<file path="src/rtl/mms_pkg.sv">
// ----------------------------------------------------------------------------
// mms_pkg
// Shared sizes, command codes and the command record of the min-min scheduler.
// ----------------------------------------------------------------------------
package mms_pkg;

  localparam int MAX_JOBS     = 64;
  localparam int MAX_MACHINES = 16;
  localparam int SLOT_W       = $clog2(MAX_JOBS);
  localparam int MACH_W       = $clog2(MAX_MACHINES);
  localparam int NJ_W         = 7;
  localparam int NM_W         = 5;
  localparam int IDENT_W      = 16;
  localparam int REL_W        = 20;
  localparam int TV_W         = 20;
  localparam int PROC_W       = 16;
  localparam int TIME_W       = 23;
  localparam int QUEUE_DEPTH  = 4;
  localparam int QPTR_W       = $clog2(QUEUE_DEPTH);

  localparam logic [1:0] MODE_LOAD_READY = 2'd0;
  localparam logic [1:0] MODE_LOAD_JOB   = 2'd1;
  localparam logic [1:0] MODE_RUN        = 2'd2;

  localparam logic REG_JOBS     = 1'b0;
  localparam logic REG_MACHINES = 1'b1;

  typedef enum logic [1:0] {
    OP_LOAD_READY,
    OP_LOAD_JOB,
    OP_RUN
  } op_t;

  typedef struct packed {
    op_t                op;
    logic [SLOT_W-1:0]  slot;
    logic [IDENT_W-1:0] ident;
    logic [MACH_W-1:0]  mach;
    logic [REL_W-1:0]   rel;
    logic [TV_W-1:0]    tv;
  } cmd_t;

endpackage

</file>
<file path="src/rtl/mms_queue.sv">
// ----------------------------------------------------------------------------
// mms_queue
// Short command queue between the front end and the scheduling engine.
// ----------------------------------------------------------------------------
module mms_queue import mms_pkg::*; (
  input  logic clk,
  input  logic rst,
  input  logic push,
  input  cmd_t push_cmd,
  output logic full,
  input  logic pop,
  output logic avail,
  output cmd_t head
);

  cmd_t              slots [QUEUE_DEPTH];
  logic [QPTR_W-1:0] wr_ptr;
  logic [QPTR_W-1:0] rd_ptr;
  logic [QPTR_W:0]   count;

  assign full  = (count == (QPTR_W+1)'(QUEUE_DEPTH));
  assign avail = (count != '0);
  assign head  = slots[rd_ptr];

  always_ff @(posedge clk) begin
    if (push) begin
      slots[wr_ptr] <= push_cmd;
    end
  end

  always_ff @(posedge clk) begin
    if (rst) begin
      wr_ptr <= '0;
      rd_ptr <= '0;
      count  <= '0;
    end else begin
      if (push) wr_ptr <= wr_ptr + 1'b1;
      if (pop)  rd_ptr <= rd_ptr + 1'b1;
      if (push && !pop)      count <= count + 1'b1;
      else if (!push && pop) count <= count - 1'b1;
    end
  end

endmodule

</file>
<file path="config.mk">
export PLATFORM = sky130hd
export DESIGN_NAME = mms_queue
export DESIGN_NICKNAME = d
export VERILOG_FILES = /design/src/rtl/mms_pkg.sv /design/src/rtl/mms_queue.sv
export SDC_FILE = /design/constraint.sdc
export NUM_CORES = 1
export LEC_CHECK = 0
export BUFFER_PORTS_ARGS = -buffer_cell sky130_fd_sc_hd__buf_2
export CAP_MARGIN = 10
export CORE_ASPECT_RATIO = 1.5
export CORE_MARGIN = 2
export CORE_UTILIZATION = 25
export DETAILED_ROUTE_END_ITERATION = 8
export PLACE_DENSITY_LB_ADDON = 0.2
export SLEW_MARGIN = 10
export SYNTH_ARGS = -nofsm -noshare
export SYNTH_HDL_FRONTEND = slang
export SYNTH_SLANG_ARGS = --single-unit
export TNS_END_PERCENT = 10
</file>
<file path="constraint.sdc">
create_clock -name clk -period 7.75 [get_ports clk]
set_clock_uncertainty 0.1 [all_clocks]
set_input_delay 1.55 -clock clk [delete_from_list [all_inputs] [get_ports clk]]
set_output_delay 1.55 -clock clk [all_outputs]
set_load 0.005 [all_outputs]
</file>
==> results.py, run 1 <==
metrics = {
    "timing": {
        "fmax_ghz": 0.218,
        "slew_headroom_pct": 23.7,
        "hold_viol": 0,
        "drv_slew": 0,
        "post-route-min-period_ps": 4590,
        "max_slew.worst_pin.slew_ps": 1140,
        "setup_viol": 0,
        "worst_slack_ps": 3160,
        "fin_setup_tns_ps": 0,
        "min_period_over_period_pct": 59.3,
        "rsz0062_at_grt": "no",
    },
    "route": {
        "drt-initial-drc-count": 206,
        "wl_um": 21200,
        "drt-vias-per-instance": 4.26,
        "ant_nets": 0,
        "vias": 4641,
        "routedWlPerCell_um": 19.5,
        "firstDrtPassIters": 6,
        "post-route-drc-count": 0,
    },
    "global_route": {
        "grt_pass1_wl_um": 31900,
        "grt_pass1_vias": 5275,
        "track_usage_pct": 9.92,
        "use_met3_pct": 2.22,
        "antenna_found_initial": 4,
        "top_usage_layer": "met2",
        "grt_overflow": 0,
        "grt_max_degree": 69,
        "use_met1_pct": 10.9,
        "grt_use_met2_pct": 18.6,
    },
    "synthesis": {
        "ys.flop_type": "edfxtp_1",
        "ys_ff_latch": 281,
        "synth_top_family_by_area": "multiplexers",
        "synth-edff-count": 272,
        "synthMuxAreaShare_pct": 15.1,
        "syn_avg_cell_area_um2": 25.7,
        "postSynthCellCount": 400,
        "synth_cell_types": 21,
        "synth_compound_area_share_pct": 0.0975,
        "synth_adder_area_share_pct": 0.804,
        "synth_xor_area_share_pct": 0.427,
        "synthesis.area_um2": 10300,
        "synth-warning-count": 0,
        "syn_nets": 478,
        "ys_seq_area_share_pct": 81.3,
        "async_reset_ff_share_pct": 0,
        "synthSimpleGateAreaFrac_pct": 0.731,
    },
    "final_layout": {
        "fin_nets": 638,
        "antennaDiodeCount": 0,
        "syn2layout_area_growth_pct": 21.3,
        "fin_area_um2": 12400,
        "drive_gt1_share_pct": 44.8,
    },
    "placement": {
        "hpwl_um": 12000,
        "numPortBuffers": 141,
        "place_congestion": 0.646,
        "dpl_worst_slack_ps": 3570,
        "post_dp_cell_area_um2": 11500,
    },
    "critical_path": {
        "crit_chain": "buf_4, mux4_2, buf_2",
        "arrival_ps": 2940,
        "worstSetupPathType": "flop to output pin",
        "end_kind": "output pin",
        "critical_path.max_stage_delay_ps": 880,
        "cp_max_fo": 38,
        "critPathSlowestCell": "dfxtp_4",
        "cp.required_ps": 6100,
        "startpoint_type": "flop",
    },
    "min_path": {
        "hp-class": "flop to flop",
    },
    "clock_tree": {
        "clk_path_buf_depth": 3,
        "clk_pin_slew_worst_paths_ps": 60,
        "clkSinkCount": 281,
        "cts_hold_buf": 0,
        "numCtsBuffers": 29,
        "cts_resized": 0,
        "cts_setup_buffers": 0,
        "cts_tree": "built",
        "clockRootBuffer": "clkbuf_16",
        "cts_max_level": 1,
        "insertion_delay_ps": 560,
    },
    "floorplanning": {
        "dieArea_um2": 42700,
        "die_w_um": 169,
        "die-height_um": 252,
        "row_count": 90,
        "io-pin-count": 142,
        "core-area_um2": 40400,
        "start_util_pct": 25.4,
    },
    "pwr": {
        "powerDensity_nw_per_um2": 275,
        "power_mw": 3.42,
        "leakagePower_nw": 4.12,
        "ir_drop_v": 0.000191,
    },
    "flow_run": {
        "drv_cap": 0,
    },
    "outcome": {
        "status": "finished, final reports clean",
    },
}
## critical path: cells and delay by family, from the launching register on
family,cells,cell delay (ps)
buffers and inverters,2,830
multiplexers,1,640
flip-flops,1,880
## layout by cell type, fill, tap and decap left out, drive strengths merged
master / Yosys / routed
mux4: 68 / 68
xor2: 3 / 3
nor3b: 1 / 1
xnor2: 2 / 2
fa: 1 / 1
buf: 12 / 146
a21oi: 1 / 1
inv: 4 / 6
ha: 5 / 5
mux2i: 2 / 2
bufinv: 0 / 3
or3: 2 / 2
nor2: 7 / 7
edfxtp: 272 / 272
clkinv: 0 / 12
nand2: 1 / 1
o21ai: 1 / 1
and2: 4 / 4
dfxtp: 9 / 9
clkbuf: 5 / 37
## final cells by class
type | instances | area (um2)
clock inverters | 17 | 173
well taps | 506 | 633
multi-input cells | 98 | 1770
inverters | 4 | 15.0
repair buffers | 146 | 743
fillers | 3877 | 28000
clock buffers | 37 | 756
flip-flops and latches | 281 | 8360
## synth_stat cells, types with 2 or more instances
master	count	area [um2]
or3_1	2	12.5
mux2i_1	2	20.0
buf_12	3	60.1
xor2_1	3	26.3
mux4_2	68	1530
ha_1	5	62.6
and2_1	4	25.0
xnor2_1	2	17.5
clkbuf_1	5	18.8
inv_1	4	15.0
buf_2	4	20.0
dfxtp_1	9	180
edfxtp_1	272	8170
buf_4	4	30.0
nor2_1	7	26.3
## where the power goes
part	switching [mW]	internal [mW]
Clock	0.568	0.791
Sequential	0.0431	1.75
Combinational	0.132	0.142
Total	0.743	2.68
## metal layers
metal	share of wire, %	routed length, um
met1	38	8080
met2	54	11500
met3	5.0	1070
met4	2.5	537
met5	0.23	49
## logic make-up after synthesis
kind of cell,after synthesis
AO/OA/AOI/OAI,2
XOR/XNOR,5
adder cells (fa/ha/maj),6
buffers and inverters,21
flip-flops,281
multiplexers,70
AND/OR/NAND/NOR,15
## flip-flops by register name, summed over array words and instances, names as in the netlist, named ones only
name and count:
wr_ptr 2, rd_ptr 2, slots 272, count 3
## through the flow
step	util (%)	instances	hold slack (ps)
floorplan	-	400	361
global placement	28.5	1035	374
detailed placement	28.5	1035	421
CTS	30.8	1089	428
global route	30.8	1089	474
finish	30.8	1089	422
## final timing paths
| check | startpoint | endpoint | slack, ps | cells after the start |
|---|---|---|---|---|
| worst max-delay path | flop | head[24] | 3160 | 3 |
| worst min-delay path | count[2] | count[2] | 420 | 2 |
| worst max register to register | wr_ptr[0] | slots[2][17] | 5550 | 4 |
| worst min register to register | count[2] | count[2] | 420 | 2 |
(Power assumes the default switching activity.)
==> inputs of run 2 (changes only) <==
Clock period 7.75 ns to 3.94 ns, I/O delays scaled along.
==> results.py, run 2 (same netlist as run 1, synthesis figures left out) <==
metrics = {
    "timing": {
        "worst_slack_ps": 780,
        "fin_setup_tns_ps": 0,
        "post-route-min-period_ps": 3160,
        "hold_viol": 0,
        "drv_slew": 0,
        "min_period_over_period_pct": 80.2,
        "slew_headroom_pct": 24.8,
        "rsz0062_at_grt": "no",
        "setup_viol": 0,
        "fmax_ghz": 0.316,
        "max_slew.worst_pin.slew_ps": 1130,
    },
    "placement": {
        "hpwl_um": 12400,
        "dp.cells": 1037,
        "post_dp_cell_area_um2": 11600,
        "dpl_worst_slack_ps": 1270,
        "numPortBuffers": 141,
        "place_congestion": 0.660,
    },
    "clock_tree": {
        "cts_tree": "built",
        "clkSinkCount": 281,
        "clk_path_buf_depth": 3,
        "clk_pin_slew_worst_paths_ps": 60,
        "clockRootBuffer": "clkbuf_16",
        "cts_resized": 0,
        "cts_max_level": 1,
        "cts_setup_buffers": 0,
        "insertion_delay_ps": 540,
        "numCtsBuffers": 28,
        "cts_hold_buf": 0,
    },
    "pwr": {
        "ir_drop_v": 0.000235,
        "leakagePower_nw": 4.12,
        "powerDensity_nw_per_um2": 536,
    },
    "final_layout": {
        "seqCellArea_um2": 8360,
        "fin_nets": 639,
        "syn2layout_area_growth_pct": 21.4,
        "n_fill_cell": 3856,
        "final_cell_mix": "edfxtp_1 (272), buf_2 (141), mux4_2 (68)",
        "largest-register": "slots",
        "largest_register_ffs": 272,
        "fin_area_um2": 12500,
        "antennaDiodeCount": 0,
        "utilization_pct": 30.8,
        "final_common_cell": "edfxtp_1",
        "drive_gt1_share_pct": 44.7,
        "top_regs": "slots x272, count x3",
        "multi_input_area_um2": 1770,
        "instances_no_fill": 1086,
    },
    "critical_path": {
        "crit_end": "head[56]",
        "arrival_ps": 2270,
        "rrSetupSlack_ps": 1880,
        "r2r-end": "slots[1][50]",
        "end_kind": "output pin",
        "r2r_start": "wr_ptr[1]",
        "cp.required_ps": 3050,
        "startpoint_type": "flop",
        "cp_max_fo": 37,
        "worstSetupPathType": "flop to output pin",
        "reg2reg_depth": 4,
    },
    "route": {
        "firstDrtPassIters": 7,
        "post-route-drc-count": 0,
        "drt-initial-drc-count": 232,
        "routedWlPerCell_um": 19.0,
        "drt-vias-per-instance": 4.25,
        "wl_um": 20700,
        "ant_nets": 0,
        "vias": 4620,
    },
    "flow_run": {
        "drv_cap": 0,
    },
    "floorplanning": {
        "row_count": 90,
        "io-pin-count": 142,
        "start_util_pct": 25.4,
        "die-height_um": 252,
        "dieArea_um2": 42700,
        "core-area_um2": 40400,
        "die_w_um": 169,
    },
    "global_route": {
        "antenna_found_initial": 4,
        "grt_pass1_wl_um": 31300,
        "track_usage_pct": 9.69,
        "grt_overflow": 0,
        "grt_pass1_vias": 5249,
        "grt_max_degree": 69,
    },
    "min_path": {
        "hp-class": "input pin to flop",
        "holdCritStartpoint": "push_cmd[22]",
    },
    "outcome": {
        "status": "finished, final reports clean",
    },
}
run 2: how the worst min path moves through the flow:
stage | endpoint | slack, ps | depth (start not counted)
2_1_floorplan | count[2] | 360 | 2
3_3_place_gp | count[2] | 370 | 2
3_5_place_dp | count[2] | 400 | 2
4_1_cts | slots[2][22] | 310 | 1
5_1_grt | slots[1][22] | 310 | 1
6_report | slots[2][22] | 340 | 1
run 2: metrics by stage:
step | power (mW) | hold WS, ps
CTS | 6.79 | 308
global placement | 4.13 | 372
global route | 6.94 | 313
detailed placement | 4.15 | 399
finish | 6.68 | 340
floorplan | 3.87 | 361
run 2: area by class of cell:
class	instances	area share (%)
clock buffer	33	5.77
clock inverter	16	1.47
inverter	4	0.120
multi-input combinational	98	14.2
sequential	281	67.0
tap	506	5.08
timing repair buffer	148	6.29
run 2: power by group:
group          internal, mW  switching, mW  leakage, nW
sequential             3.43         0.0601         2.57
clock                  1.55           1.06        0.441
combinational         0.286          0.282         1.10
run 2: metal layers:
metal,up-vias,wire length (um),track usage [%]
met5,-,59,0
met4,8,512,3.54
met3,37,1110,2.44
met2,114,11100,17.9
met1,2437,7840,10.6
li1,2024,-,-
run 2: worst max-delay path: stages, from the launching register on:
cell and delay [ps]:
dfxtp_4 590, buf_12 340, mux4_2 570, buf_2 150
==> inputs of run 3 (changes only) <==
Settings changed: ABC_AREA set to 1.
Clock period 3.94 ns to 3 ns, I/O delays scaled along.
==> results.py, run 3 <==
metrics = {
    "final_layout": {
        "drive_gt1_share_pct": 23.3,
        "largest_register_ffs": 272,
        "syn2layout_area_growth_pct": 22.0,
        "fin_nets": 941,
        "top_regs": "slots x272, count x3",
        "largest-register": "slots",
        "utilization_pct": 30.7,
        "final_common_cell": "edfxtp_1",
        "final_cell_mix": "edfxtp_1 (272), nor2_1 (143), buf_2 (141)",
    },
    "route": {
        "dr_wl_met3_um": 1200,
        "routedWlPerCell_um": 17.7,
        "ant_nets": 0,
        "vias": 6216,
        "post-route-drc-count": 0,
        "wl_met2_um": 13400,
        "highest_layer": "met5",
        "drt-initial-drc-count": 235,
        "m1WireLength_um": 10300,
        "wl_um": 25500,
        "firstDrtPassIters": 4,
        "drt-vias-per-instance": 4.30,
    },
    "floorplanning": {
        "start_util_pct": 25.1,
        "die_w_um": 171,
        "row_count": 92,
        "io-pin-count": 142,
        "dieArea_um2": 43700,
        "core-area_um2": 41800,
        "die-height_um": 255,
    },
    "synthesis": {
        "synth-warning-count": 0,
        "yosysTopAreaCellShare_pct": 77.7,
        "async_reset_ff_share_pct": 0,
        "ys_seq_area_share_pct": 79.4,
        "postSynthCellCount": 716,
        "synth_commonest_cells": "edfxtp_1 (272), nor2_1 (143), o21ai_0 (136), o22ai_1 (68), inv_1 (15)",
        "synthesis.area_um2": 10500,
        "ys_ff_latch": 281,
        "yosysMostFrequentCell": "edfxtp_1",
        "ys.flop_type": "edfxtp_1",
        "synth_top_area_cell": "edfxtp_1",
        "syn_avg_cell_area_um2": 14.7,
        "synth-edff-count": 272,
        "synthTopCellsByArea": "edfxtp_1 (78%), o21ai_0 (6.5%), nor2_1 (5.1%), o22ai_1 (4.0%), dfxtp_1 (1.7%)",
        "syn_nets": 794,
        "synth_cell_types": 22,
    },
    "clock_tree": {
        "clk_pin_slew_worst_paths_ps": 60,
        "cts_hold_buf": 0,
        "cts_max_level": 1,
        "clockRootBuffer": "clkbuf_16",
        "clk_path_buf_depth": 3,
        "cts_setup_buffers": 0,
        "cts_resized": 0,
        "cts_tree": "built",
        "clkSinkCount": 281,
        "insertion_delay_ps": 550,
        "numCtsBuffers": 29,
    },
    "timing": {
        "min_period_over_period_pct": 92.6,
        "hold_viol": 0,
        "fin_setup_tns_ps": 0,
        "drv_slew": 0,
        "rsz0062_at_grt": "no",
        "setup_viol": 0,
        "post-route-min-period_ps": 2780,
        "worst_slack_ps": 222,
        "fmax_ghz": 0.360,
        "max_slew.worst_pin.slew_ps": 533,
        "slew_headroom_pct": 64.4,
    },
    "pwr": {
        "cellInternalPower_mw": 6.77,
        "leakagePower_nw": 4.40,
        "power_frac_comb_pct": 8.5,
        "ir_drop_v": 0.000432,
        "power.switching_mw": 1.97,
        "p_clk_share_pct": 39.6,
        "powerDensity_nw_per_um2": 682,
        "swShare_pct": 22.6,
        "seq_power_share_pct": 51.9,
    },
    "placement": {
        "place_congestion": 0.684,
        "numPortBuffers": 141,
        "hpwl_um": 14900,
        "dpl_worst_slack_ps": 706,
    },
    "outcome": {
        "status": "finished, final reports clean",
    },
    "flow_run": {
        "drv_cap": 0,
    },
    "critical_path": {
        "cp.required_ps": 2300,
        "end_kind": "output pin",
        "worstSetupPathType": "flop to output pin",
        "startpoint_type": "flop",
        "cp_max_fo": 20,
        "arrival_ps": 2080,
    },
    "global_route": {
        "grt_pass1_wl_um": 38000,
        "grt_pass1_vias": 6485,
        "grt_overflow": 0,
        "track_usage_pct": 11.6,
        "grt_max_degree": 68,
        "antenna_found_initial": 3,
    },
    "min_path": {
        "hp-class": "input pin to flop",
    },
}
[run 3: changes by cell type in the layout (fill, tap and decap cells not counted), sizes merged, moves of 4 or more]
| cell | previous run | this run |
|---|---|---|
| nor2 | 7 | 143 |
| nand2 | 1 | 10 |
| o21ai | 1 | 141 |
| o22ai | 0 | 68 |
| buf | 148 | 159 |
| inv | 4 | 13 |
| and2 | 4 | 0 |
| mux4 | 68 | 0 |
[run 3: path summary, 6_finish.rpt]
path | start | end | slack, ps | cells after the start
setup reg to reg | wr_ptr[0] | slots[2][25] | 1120 | 5
hold reg to reg | rd_ptr[1] | flop | 350 | 1
hold / removal | rst | count[0] | 120 | 2
setup / recovery | flop | head[54] | 220 | 4
[run 3: power groups by stage]
| stage | clock network (mW) | registers [mW] | logic, mW |
|---|---|---|---|
| after floorplan | 0 | 4.61 | 0.391 |
| after global placement | 0 | 4.62 | 0.771 |
| after detailed placement | 0 | 4.62 | 0.774 |
| after CTS | 3.59 | 4.54 | 0.774 |
| after global routing | 3.72 | 4.55 | 0.843 |
| final | 3.46 | 4.54 | 0.745 |
[run 3: cells by family (layout without fill, tap and decap cells)]
family	after synthesis	after routing	synth area share [%]
AND/OR/NAND/NOR	156	156	5.62
buffers and inverters	60	225	3.17
flip-flops	281	281	79.4
other	0	1	0
XOR/XNOR	1	1	0.0834
AO/OA/AOI/OAI	212	212	10.9
adder cells (fa/ha/maj)	6	6	0.786
[run 3: cell type report]
type / count / area, um2
flip-flops and latches: 281 / 8350
multi-input cells: 375 / 1830
clock buffers: 34 / 744
repair buffers: 159 / 953
clock inverters: 15 / 155
fillers: 4224 / 29000
diodes: 1 / 2.50
well taps: 564 / 706
inverters: 17 / 73.8
[run 3: metal layers]
| layer | vias up | GRT usage [%] |
|---|---|---|
| met4 | 6 | 3.78 |
| met3 | 45 | 2.27 |
| met2 | 114 | 21.5 |
| li1 | 2979 | - |
| met5 | - | 0 |
| met1 | 3072 | 13.3 |
[run 3: worst max-delay path: stages (launching register included)]
cell     delay (ps)
dfxtp_2         670
buf_4           360
o21ai_0         130
o22ai_1         200
buf_2           160
[run 3: through the flow]
| step | std cells | total power [mW] | hold WS, ps | instance area (um2) |
|---|---|---|---|---|
| floorplan | 716 | 5.00 | 312 | 10500 |
| global placement | 1396 | 5.39 | 345 | 11900 |
| detailed placement | 1396 | 5.40 | 324 | 11900 |
| CTS | 1445 | 8.90 | 88.6 | 12800 |
| global route | 1445 | 9.11 | 110 | 12800 |
| finish | 1446 | 8.74 | 119 | 12800 |
